`src/hdl/bgsm_pkg.sv`:
```
`default_nettype none
// ----------------------------------------------------------------------------
// Binary greedy slice mesher package
// Shared constants, payload structs, controller states and the command and
// status groups between the controller and the datapath.
// ----------------------------------------------------------------------------
package bgsm_pkg;

  localparam int CHUNK_BITS = 32;
  localparam int COL_W      = $clog2(CHUNK_BITS);
  localparam int CNT_W      = COL_W + 1;

  localparam logic MODE_WRITE = 1'b0;
  localparam logic MODE_FETCH = 1'b1;

  typedef struct packed {
    logic                  mode;
    logic [COL_W-1:0]      column_index;
    logic [CHUNK_BITS-1:0] front_bits;
    logic [CHUNK_BITS-1:0] back_bits;
  } item_t;

  typedef struct packed {
    logic             done_res;
    logic             is_back;
    logic [COL_W-1:0] width_start;
    logic [COL_W-1:0] height_start;
    logic [CNT_W-1:0] height_len;
    logic [CNT_W-1:0] width_len;
    logic             flip_diagonal;
  } result_t;

  typedef enum logic [2:0] {
    ST_IDLE,
    ST_LOAD,
    ST_FIND,
    ST_RUN,
    ST_EXT,
    ST_OUT,
    ST_DONE
  } state_t;

  typedef enum logic [1:0] {
    RD_SCAN,
    RD_SCAN_NEXT,
    RD_EXT_NEXT
  } rd_sel_t;

  typedef struct packed {
    logic    wr_item;
    logic    advance;
    logic    find_latch;
    logic    run_latch;
    logic    absorb;
    logic    emit_rect;
    logic    emit_done;
    rd_sel_t rd_sel;
  } cmd_t;

  typedef struct packed {
    logic scan_done;
    logic rest_zero;
    logic last_half;
    logic start_last;
    logic covers;
    logic ext_last;
  } status_t;

endpackage
`default_nettype wire

```
`src/hdl/binary_greedy_slice_mesher.sv`:
```
`default_nettype none
// ----------------------------------------------------------------------------
// Binary greedy slice mesher
// Greedy rectangle extraction over one voxel slice stored as bit columns.
// ----------------------------------------------------------------------------
// An item is taken at a clock edge where start is high and busy is low.
// A write item (mode 0) stores the front and back words of one column and
// restarts the scan; it completes in the accepting cycle and busy stays low.
// A fetch item (mode 1) raises busy until its result is produced. The result
// is presented for exactly one cycle with result_valid high; the receiver
// cannot stall it, and busy is already low during that cycle.
// A fetch visits each column half with a memory read and a run search state.
// A found run then passes the run latch state and the extension state, which
// absorbs each covered following column and checks the column that ends the
// extension unless the slice edge ends it, then the output state and the
// result register. A done answer after the scan has finished passes the done
// state and the result register. One item is handled at a time.
// The corner_light register is written over the cfg channel, which is always
// ready. Reset clears the scan position, corner_light and the strobe; column
// memory contents are undefined until written.
// ----------------------------------------------------------------------------
module binary_greedy_slice_mesher (
  input  wire logic              clk,
  input  wire logic              rst,
  input  wire logic              start,
  output logic                   busy,
  input  wire bgsm_pkg::item_t   item,
  output bgsm_pkg::result_t      result,
  output logic                   result_valid,
  input  wire logic              cfg_valid,
  output logic                   cfg_ready,
  input  wire logic [7:0]        cfg_data
);

  bgsm_pkg::cmd_t    cmd;
  bgsm_pkg::status_t status;

  assign cfg_ready = 1'b1;

  bgsm_ctrl u_ctrl (
    .clk    (clk),
    .rst    (rst),
    .start  (start),
    .mode   (item.mode),
    .status (status),
    .cmd    (cmd),
    .busy   (busy)
  );

  bgsm_dpath u_dpath (
    .clk          (clk),
    .rst          (rst),
    .item         (item),
    .cmd          (cmd),
    .cfg_valid    (cfg_valid && cfg_ready),
    .cfg_data     (cfg_data),
    .status       (status),
    .result       (result),
    .result_valid (result_valid)
  );

  a_fetch_busy: assert property (@(posedge clk) disable iff (rst)
    (start && !busy && item.mode == bgsm_pkg::MODE_FETCH) |=> busy)
    else $error("Fetch transfer did not raise busy.");

  a_result_idle: assert property (@(posedge clk) disable iff (rst)
    result_valid |-> !busy)
    else $error("Result strobe while a fetch is still running.");

  a_done_clear: assert property (@(posedge clk) disable iff (rst)
    (result_valid && result.done_res) |-> (result.width_len == '0 && result.height_len == '0))
    else $error("Done result carries a rectangle.");

  a_rect_size: assert property (@(posedge clk) disable iff (rst)
    (result_valid && !result.done_res) |-> (result.width_len != '0 && result.height_len != '0))
    else $error("Rectangle result with zero extent.");

endmodule
`default_nettype wire

```
`src/hdl/bgsm_ctrl.sv`:
```
`default_nettype none
// ----------------------------------------------------------------------------
// Binary greedy slice mesher controller
// Sequences a fetch through column reads, run search, extension over the
// following columns and the result transfer.
// ----------------------------------------------------------------------------
module bgsm_ctrl (
  input  wire logic              clk,
  input  wire logic              rst,
  input  wire logic              start,
  input  wire logic              mode,
  input  wire bgsm_pkg::status_t status,
  output bgsm_pkg::cmd_t         cmd,
  output logic                   busy
);

  bgsm_pkg::state_t state;
  bgsm_pkg::state_t state_next;

  always_ff @(posedge clk) begin
    if (rst) begin
      state <= bgsm_pkg::ST_IDLE;
    end else begin
      state <= state_next;
    end
  end

  always_comb begin
    state_next     = state;
    cmd            = '0;
    cmd.rd_sel     = bgsm_pkg::RD_SCAN;
    busy           = 1'b1;
    case (state)
      bgsm_pkg::ST_IDLE: begin
        busy = 1'b0;
        if (start) begin
          if (mode == bgsm_pkg::MODE_WRITE) begin
            cmd.wr_item = 1'b1;
          end else if (status.scan_done) begin
            state_next = bgsm_pkg::ST_DONE;
          end else begin
            state_next = bgsm_pkg::ST_LOAD;
          end
        end
      end
      bgsm_pkg::ST_LOAD: begin
        state_next = bgsm_pkg::ST_FIND;
      end
      bgsm_pkg::ST_FIND: begin
        if (status.rest_zero) begin
          cmd.advance = 1'b1;
          state_next  = status.last_half ? bgsm_pkg::ST_DONE : bgsm_pkg::ST_LOAD;
        end else begin
          cmd.find_latch = 1'b1;
          state_next     = bgsm_pkg::ST_RUN;
        end
      end
      bgsm_pkg::ST_RUN: begin
        cmd.run_latch = 1'b1;
        cmd.rd_sel    = bgsm_pkg::RD_SCAN_NEXT;
        state_next    = status.start_last ? bgsm_pkg::ST_OUT : bgsm_pkg::ST_EXT;
      end
      bgsm_pkg::ST_EXT: begin
        if (status.covers) begin
          cmd.absorb = 1'b1;
          cmd.rd_sel = bgsm_pkg::RD_EXT_NEXT;
          state_next = status.ext_last ? bgsm_pkg::ST_OUT : bgsm_pkg::ST_EXT;
        end else begin
          state_next = bgsm_pkg::ST_OUT;
        end
      end
      bgsm_pkg::ST_OUT: begin
        cmd.emit_rect = 1'b1;
        state_next    = bgsm_pkg::ST_IDLE;
      end
      bgsm_pkg::ST_DONE: begin
        cmd.emit_done = 1'b1;
        state_next    = bgsm_pkg::ST_IDLE;
      end
      default: begin
        state_next = bgsm_pkg::ST_IDLE;
      end
    endcase
  end

endmodule
`default_nettype wire

```
`src/hdl/bgsm_dpath.sv`:
```
`default_nettype none
// ----------------------------------------------------------------------------
// Binary greedy slice mesher datapath
// Holds the front and back column memories, the scan position, the run
// being extended, the corner light register and the result register.
// ----------------------------------------------------------------------------
module bgsm_dpath (
  input  wire logic                            clk,
  input  wire logic                            rst,
  input  wire bgsm_pkg::item_t                 item,
  input  wire bgsm_pkg::cmd_t                  cmd,
  input  wire logic                            cfg_valid,
  input  wire logic [7:0]                      cfg_data,
  output bgsm_pkg::status_t                    status,
  output bgsm_pkg::result_t                    result,
  output logic                                 result_valid
);

  localparam int CB = bgsm_pkg::CHUNK_BITS;
  localparam int CW = bgsm_pkg::COL_W;
  localparam int NW = bgsm_pkg::CNT_W;

  function automatic logic [NW-1:0] low_zeros(input logic [CB-1:0] v);
    logic [NW-1:0] n;
    logic          found;
    n     = NW'(CB);
    found = 1'b0;
    for (int i = 0; i < CB; i++) begin
      if (!found && v[i]) begin
        n     = NW'(i);
        found = 1'b1;
      end
    end
    return n;
  endfunction

  logic [CB-1:0] front_mem [CB];
  logic [CB-1:0] back_mem  [CB];
  logic [CB-1:0] front_q;
  logic [CB-1:0] back_q;
  logic [CB-1:0] rd_word;
  logic [CW-1:0] rd_addr;

  logic [NW-1:0] scan_column;
  logic          scan_side;
  logic [NW-1:0] scan_height;

  logic [7:0]    corner_light;
  logic [CW-1:0] hpos;
  logic [CB-1:0] hold;
  logic [CB-1:0] run;
  logic [NW-1:0] count;
  logic [NW-1:0] width;
  logic [CW-1:0] ext_col;

  logic [CB-1:0] rest;
  logic [CB-1:0] run_src;
  logic [CB-1:0] run_low;
  logic [NW-1:0] height_end;
  logic [CW-1:0] wr_addr;
  logic [CB-1:0] wr_front;
  logic [CB-1:0] wr_back;
  logic          we_front;
  logic          we_back;
  logic [2:0]    diag_a;
  logic [2:0]    diag_b;

  always_comb begin
    case (cmd.rd_sel)
      bgsm_pkg::RD_SCAN:      rd_addr = scan_column[CW-1:0];
      bgsm_pkg::RD_SCAN_NEXT: rd_addr = scan_column[CW-1:0] + CW'(1);
      bgsm_pkg::RD_EXT_NEXT:  rd_addr = ext_col + CW'(1);
      default:                rd_addr = scan_column[CW-1:0];
    endcase
  end

  assign rd_word = scan_side ? back_q : front_q;
  assign rest    = rd_word >> scan_height;
  assign run_src = hold >> hpos;
  assign run_low = run_src & ~(run_src + CB'(1));

  assign wr_addr  = cmd.wr_item ? item.column_index : ext_col;
  assign wr_front = cmd.wr_item ? item.front_bits : (rd_word ^ run);
  assign wr_back  = cmd.wr_item ? item.back_bits : (rd_word ^ run);
  assign we_front = cmd.wr_item || (cmd.absorb && !scan_side);
  assign we_back  = cmd.wr_item || (cmd.absorb && scan_side);

  assign height_end = NW'({1'b0, hpos}) + count;
  assign diag_a     = {1'b0, corner_light[3:2]} + {1'b0, corner_light[5:4]};
  assign diag_b     = {1'b0, corner_light[1:0]} + {1'b0, corner_light[7:6]};

  always_comb begin
    status.scan_done  = (scan_column == NW'(CB));
    status.rest_zero  = (rest == '0);
    status.last_half  = scan_side && (scan_column == NW'(CB - 1));
    status.start_last = (scan_column == NW'(CB - 1));
    status.covers     = ((rd_word & run) == run);
    status.ext_last   = (ext_col == CW'(CB - 1));
  end

  always_ff @(posedge clk) begin
    if (we_front) begin
      front_mem[wr_addr] <= wr_front;
    end
    if (we_back) begin
      back_mem[wr_addr] <= wr_back;
    end
    front_q <= front_mem[rd_addr];
    back_q  <= back_mem[rd_addr];
  end

  always_ff @(posedge clk) begin
    if (rst) begin
      scan_column  <= '0;
      scan_side    <= 1'b0;
      scan_height  <= '0;
      corner_light <= '0;
      result_valid <= 1'b0;
    end else begin
      result_valid <= cmd.emit_rect || cmd.emit_done;
      if (cfg_valid) begin
        corner_light <= cfg_data;
      end
      if (cmd.wr_item) begin
        scan_column <= '0;
        scan_side   <= 1'b0;
        scan_height <= '0;
      end else if (cmd.advance || (cmd.emit_rect && height_end >= NW'(CB))) begin
        scan_height <= '0;
        scan_side   <= !scan_side;
        if (scan_side) begin
          scan_column <= scan_column + NW'(1);
        end
      end else if (cmd.emit_rect) begin
        scan_height <= height_end;
      end
    end
  end

  always_ff @(posedge clk) begin
    if (cmd.find_latch) begin
      hpos <= CW'(scan_height + low_zeros(rest));
      hold <= rd_word;
    end
    if (cmd.run_latch) begin
      run     <= run_low << hpos;
      count   <= low_zeros(~run_src);
      width   <= NW'(1);
      ext_col <= scan_column[CW-1:0] + CW'(1);
    end else if (cmd.absorb) begin
      width   <= width + NW'(1);
      ext_col <= ext_col + CW'(1);
    end
    if (cmd.emit_rect) begin
      result.done_res      <= 1'b0;
      result.is_back       <= scan_side;
      result.width_start   <= scan_column[CW-1:0];
      result.height_start  <= hpos;
      result.height_len    <= count;
      result.width_len     <= width;
      result.flip_diagonal <= (diag_a < diag_b);
    end else if (cmd.emit_done) begin
      result.done_res      <= 1'b1;
      result.is_back       <= 1'b0;
      result.width_start   <= '0;
      result.height_start  <= '0;
      result.height_len    <= '0;
      result.width_len     <= '0;
      result.flip_diagonal <= 1'b0;
    end
  end

endmodule
`default_nettype wire
```
`config.mk`:
```
export PLATFORM = sky130hd
export DESIGN_NAME = binary_greedy_slice_mesher
export DESIGN_NICKNAME = d
export VERILOG_FILES = /design/src/hdl/bgsm_pkg.sv /design/src/hdl/binary_greedy_slice_mesher.sv /design/src/hdl/bgsm_ctrl.sv /design/src/hdl/bgsm_dpath.sv
export SDC_FILE = /design/constraint.sdc
export NUM_CORES = 2
export LEC_CHECK = 0
export BUFFER_PORTS_ARGS = -buffer_cell sky130_fd_sc_hd__buf_2
export CORE_MARGIN = 1.5
export CORE_UTILIZATION = 40
export CTS_CLUSTER_SIZE = 25
export DETAILED_ROUTE_END_ITERATION = 10
export GPL_ROUTABILITY_DRIVEN = 0
export PLACE_DENSITY_LB_ADDON = 0.1
export SLEW_MARGIN = 40
export SYNTH_ARGS = -nofsm -noshare
export SYNTH_HDL_FRONTEND = slang
export SYNTH_SLANG_ARGS = --single-unit
```
`constraint.sdc`:
```
create_clock -name clk -period 6.15 [get_ports clk]
set_input_delay 0.9225 -clock clk [delete_from_list [all_inputs] [get_ports clk]]
set_output_delay 0.9225 -clock clk [all_outputs]
set_load 0.02 [all_outputs]
```
==> metrics.md <==
| Metric | Value |
|---|---|
| Status | finished clean |
| Fin util | 0.467 |
| # resized after CTS | 0 |
| Netlist cell types | 105 |
| Most frequent cells in the layout | edfxtp_1 (2152), nand2_1 (755), mux4_2 (585) |
| Vias in the first global route | 54200 |
| Root Buffer | clkbuf_16 |
| Commonest non-fill, non-tap cell in the layout | edfxtp_1 |
| Setup Skew | 0.0704 ns |
| Dpl cells | 8824 |
| Startpoint Class | flip-flop |
| Total grt overflow | 0 |
| Top FF cell, synth | edfxtp_1 |
| Setup_tns | 0 ns |
| Clock Latency Late Sink | 0.90 ns |
| Seq/Total Area, Yosys | 0.703 |
| Worst Tran Pin Value | 0.870 ns |
| #FFs+latches synth | approximately 2200 |
| Die area | 240000 µm² |
| Pwr/cell area | 295 nW/µm² |
| DRC violation count after routing | 0 |
| Nets | just over 6000 |
| CTS H-tree depth | 4 |
| RSZ-0062 raised after global routing | false |
| Post-DP HPWL | 180000 µm |
| CP bufs+invs | 5 |
| Clock transition at path regs | approximately 0.06 ns |
| Starting DRT DRC Count | 6666 |
| CTS tree | done |
| Max Cap Viol | 0 |
| Ys Warns | 0 |
| # clock sinks | about 2200 |
| Post-DR wirelength/cell | about 33 µm |
| CTS Buf Count | 225 |
| IO Count | 110 |
| Number of flops mapped to enable cells by yosys | roughly 2200 |
| Die W | ~500 µm |
| Leakage Power | between 30 and 40 nW |
| Reg area | 66600 µm² |
| Std cell rows | 178 |
| WS Path Type | flip-flop to flip-flop |
| Multi-input gate area | 27400 µm² |
| Worst min-delay path class | primary input to flip-flop |
| Routed vias | roughly 55000 |
| Gate Count Post-Synth | approximately 5600 |
| Final Critical Period | about 5.7 ns |
| Final wirelength | 301000 µm |
| Synthesized Nets | around 5700 |
| Vias per cell | around 6 |
| First-pass GRT wire length | 420000 µm |
| CTS max path bufs | 3 |
| Layout cells sized above 1 | 0.263 |
| Period utilization | 0.931 |
| Fin cells | 9259 |
| Hold buffers post-CTS | 0 |
| Initial Util | 0.402 |
| Max stage delay on crit path | 0.62 ns |
| Critical path required time | 6.85 ns |
| # fillers | ~20000 |
| Post-Syn Area per Cell | ~17 µm² |
| Maximum vdd drop | 0.227 mV |
| Port Buf Inserts | 108 |
| Peak Freq | 175 MHz |
| Remaining antenna violation count | 0 |
| Final setup viols | 0 |
| Hold Vio Cnt, Final | 0 |
| DRT Pass-1 Iters | 8 |
| Core ar. | 235000 µm² |
| CP max stage cell | dfxtp_4 |
| CP arrival | 6.42 ns |
| Endpoint class of the critical path | flip-flop |
| Area Overhead vs Synth | 16.1% |
| Post-CTS Setup Inserts | 0 |
| Overall Global Routing Usage | 0.250 |
| Relative slew slack | 0.403 |
| Die Y | 490 µm |
| Initial antenna violation count | 12 |
| Synthesized area | roughly 95000 µm² |
| Slew Viols, Final | 0 |
| Synth async-reset ratio | 0 |
| Crit-path max FO | 107 |
| Largest net degree at the start of global routing | approximately 110 |
| CP cell instances | buf_4 > mux2i_1 > ha_1 > nor4_1 > nand4_1 > nor4_2 > inv_1 > ha_1 > buf_4 > a221oi_1 > a21oi_4 > buf_12 > buf_12 > mux4_2 > nand2_1 > nand3_1 > nand2_1 > o21ai_0 |
| Largest delay share family, worst path | simple AND/OR/NAND/NOR gates |
layer usage:
| metal | share of wire | track usage | wire length (µm) | vias up |
|---|---|---|---|---|
| met5 | 0.000093 | 0 | 28 | - |
| met4 | 0.030 | 0.0755 | 8920 | 4 |
| met3 | 0.075 | 0.0435 | 22600 | 415 |
| met1 | 0.44 | 0.367 | 132000 | 29400 |
| li1 | - | - | - | 22900 |
| met2 | 0.46 | 0.380 | 137000 | 2442 |
stage by stage:
step | setup WS, ns | power [mW] | hold slack, ns | instance area, µm²
3_5_place_dp | 0.441 | 18.5 | 0.473 | 102000
3_3_place_gp | 0.532 | 18.4 | 0.469 | 102000
5_1_grt | 0.199 | 33.4 | 0.242 | 110000
4_1_cts | 0.416 | 32.7 | 0.189 | 110000
2_1_floorplan | 0.00185 | 17.9 | 0.451 | 94700
6_report | 0.427 | 32.5 | 0.265 | 110000
worst paths after layout:
path                                        from                                   end  slack (ns)  cells after the start
min                                  cfg_data[2]  u_dpath.corner_light[2]$_SDFFE_PP0P_        0.26                      3
max reg2reg       u_dpath.scan_side$_SDFFE_PP0P_            u_dpath.front_q[8]$_DFF_P_        0.43                     18
min reg2reg  u_dpath.scan_column[4]$_SDFFE_PP0P_   u_dpath.scan_column[4]$_SDFFE_PP0P_        0.49                      2
max               u_dpath.scan_side$_SDFFE_PP0P_            u_dpath.front_q[8]$_DFF_P_        0.43                     18
logic make-up after synthesis:
family,Yosys count,synth area share
DFF,2248,0.703
and+or+nand+nor,1535,0.0724
xor gates and xnor gates,19,0.00176
other,1,0.0000396
adders and majority gates,56,0.00771
buffers and inverters,408,0.0186
AOI/OAI and AO/OA,548,0.0391
muxes,756,0.158
Yosys cell counts (13+ instances only):
library cell / number / area, µm²
a211oi_1: 22 / 165
dfxtp_1: 96 / 1920
o22ai_1: 23 / 144
inv_1: 65 / 244
and2_1: 30 / 188
buf_1: 99 / 372
a22o_1: 16 / 140
o21ai_0: 174 / 871
and3_1: 20 / 125
o31ai_1: 13 / 97.6
nor3_1: 35 / 175
mux4_2: 585 / 13200
o211ai_1: 15 / 113
edfxtp_1: 2152 / 64600
nand2_1: 764 / 2870
buf_2: 17 / 85.1
nor2_1: 198 / 743
nand3_1: 348 / 1740
a31oi_1: 20 / 125
nand2b_1: 15 / 93.8
ha_1: 52 / 651
a22oi_1: 17 / 128
clkbuf_1: 202 / 758
nor2b_1: 21 / 131
mux2i_1: 135 / 1350
o21ai_1: 17 / 85.1
a21o_1: 16 / 120
nor4_1: 17 / 106
xnor2_1: 13 / 114
a21oi_1: 66 / 330
mux2_2: 24 / 270
nand4_1: 22 / 138
worst register-to-register path, stage by stage (launching register included):
cell      delay (ns)
dfxtp_4         0.62
buf_4           0.35
mux2i_1         0.20
ha_1            0.26
nor4_1          0.31
nand4_1         0.41
nor4_2          0.43
inv_1           0.15
ha_1            0.32
buf_4           0.24
a221oi_1        0.11
a21oi_4         0.16
buf_12          0.21
buf_12          0.46
mux4_2          0.55
nand2_1         0.05
nand3_1         0.11
nand2_1         0.08
o21ai_0         0.54
where the power goes:
part | internal, mW | switching (mW) | total [mW]
clock | 8.24 | 6.07 | 14.3
combinational | 0.319 | 0.826 | 1.14
sequential | 17.0 | 0.0559 | 17.0
state kept, by name, summed over array words and instances (netlist names):
register and flops:
u_dpath.run 32, u_dpath.ext_col 5, u_dpath.result_valid 1, u_dpath.result 25, u_dpath.hpos 5, u_dpath.front_q 32, u_dpath.corner_light 8, u_dpath.count 6
u_dpath.back_mem 1024, u_dpath.scan_side 1, u_dpath.scan_height 6, u_dpath.front_mem 1024, u_dpath.back_q 32, u_ctrl.state 3, u_dpath.width 6, u_dpath.hold 32
u_dpath.scan_column 6
area by class of cell:
| class | instances | share of cell area |
|---|---|---|
| flip-flops and latches | 2248 | 0.605 |
| multi-input cells | 2915 | 0.249 |
| clock buffers | 302 | 0.0559 |
| repair buffers | 443 | 0.0373 |
| well taps | 3150 | 0.0358 |
| clock inverters | 128 | 0.0146 |
| inverters | 68 | 0.00232 |
| diodes | 5 | 0.000114 |
(Power assumes the default switching activity.)
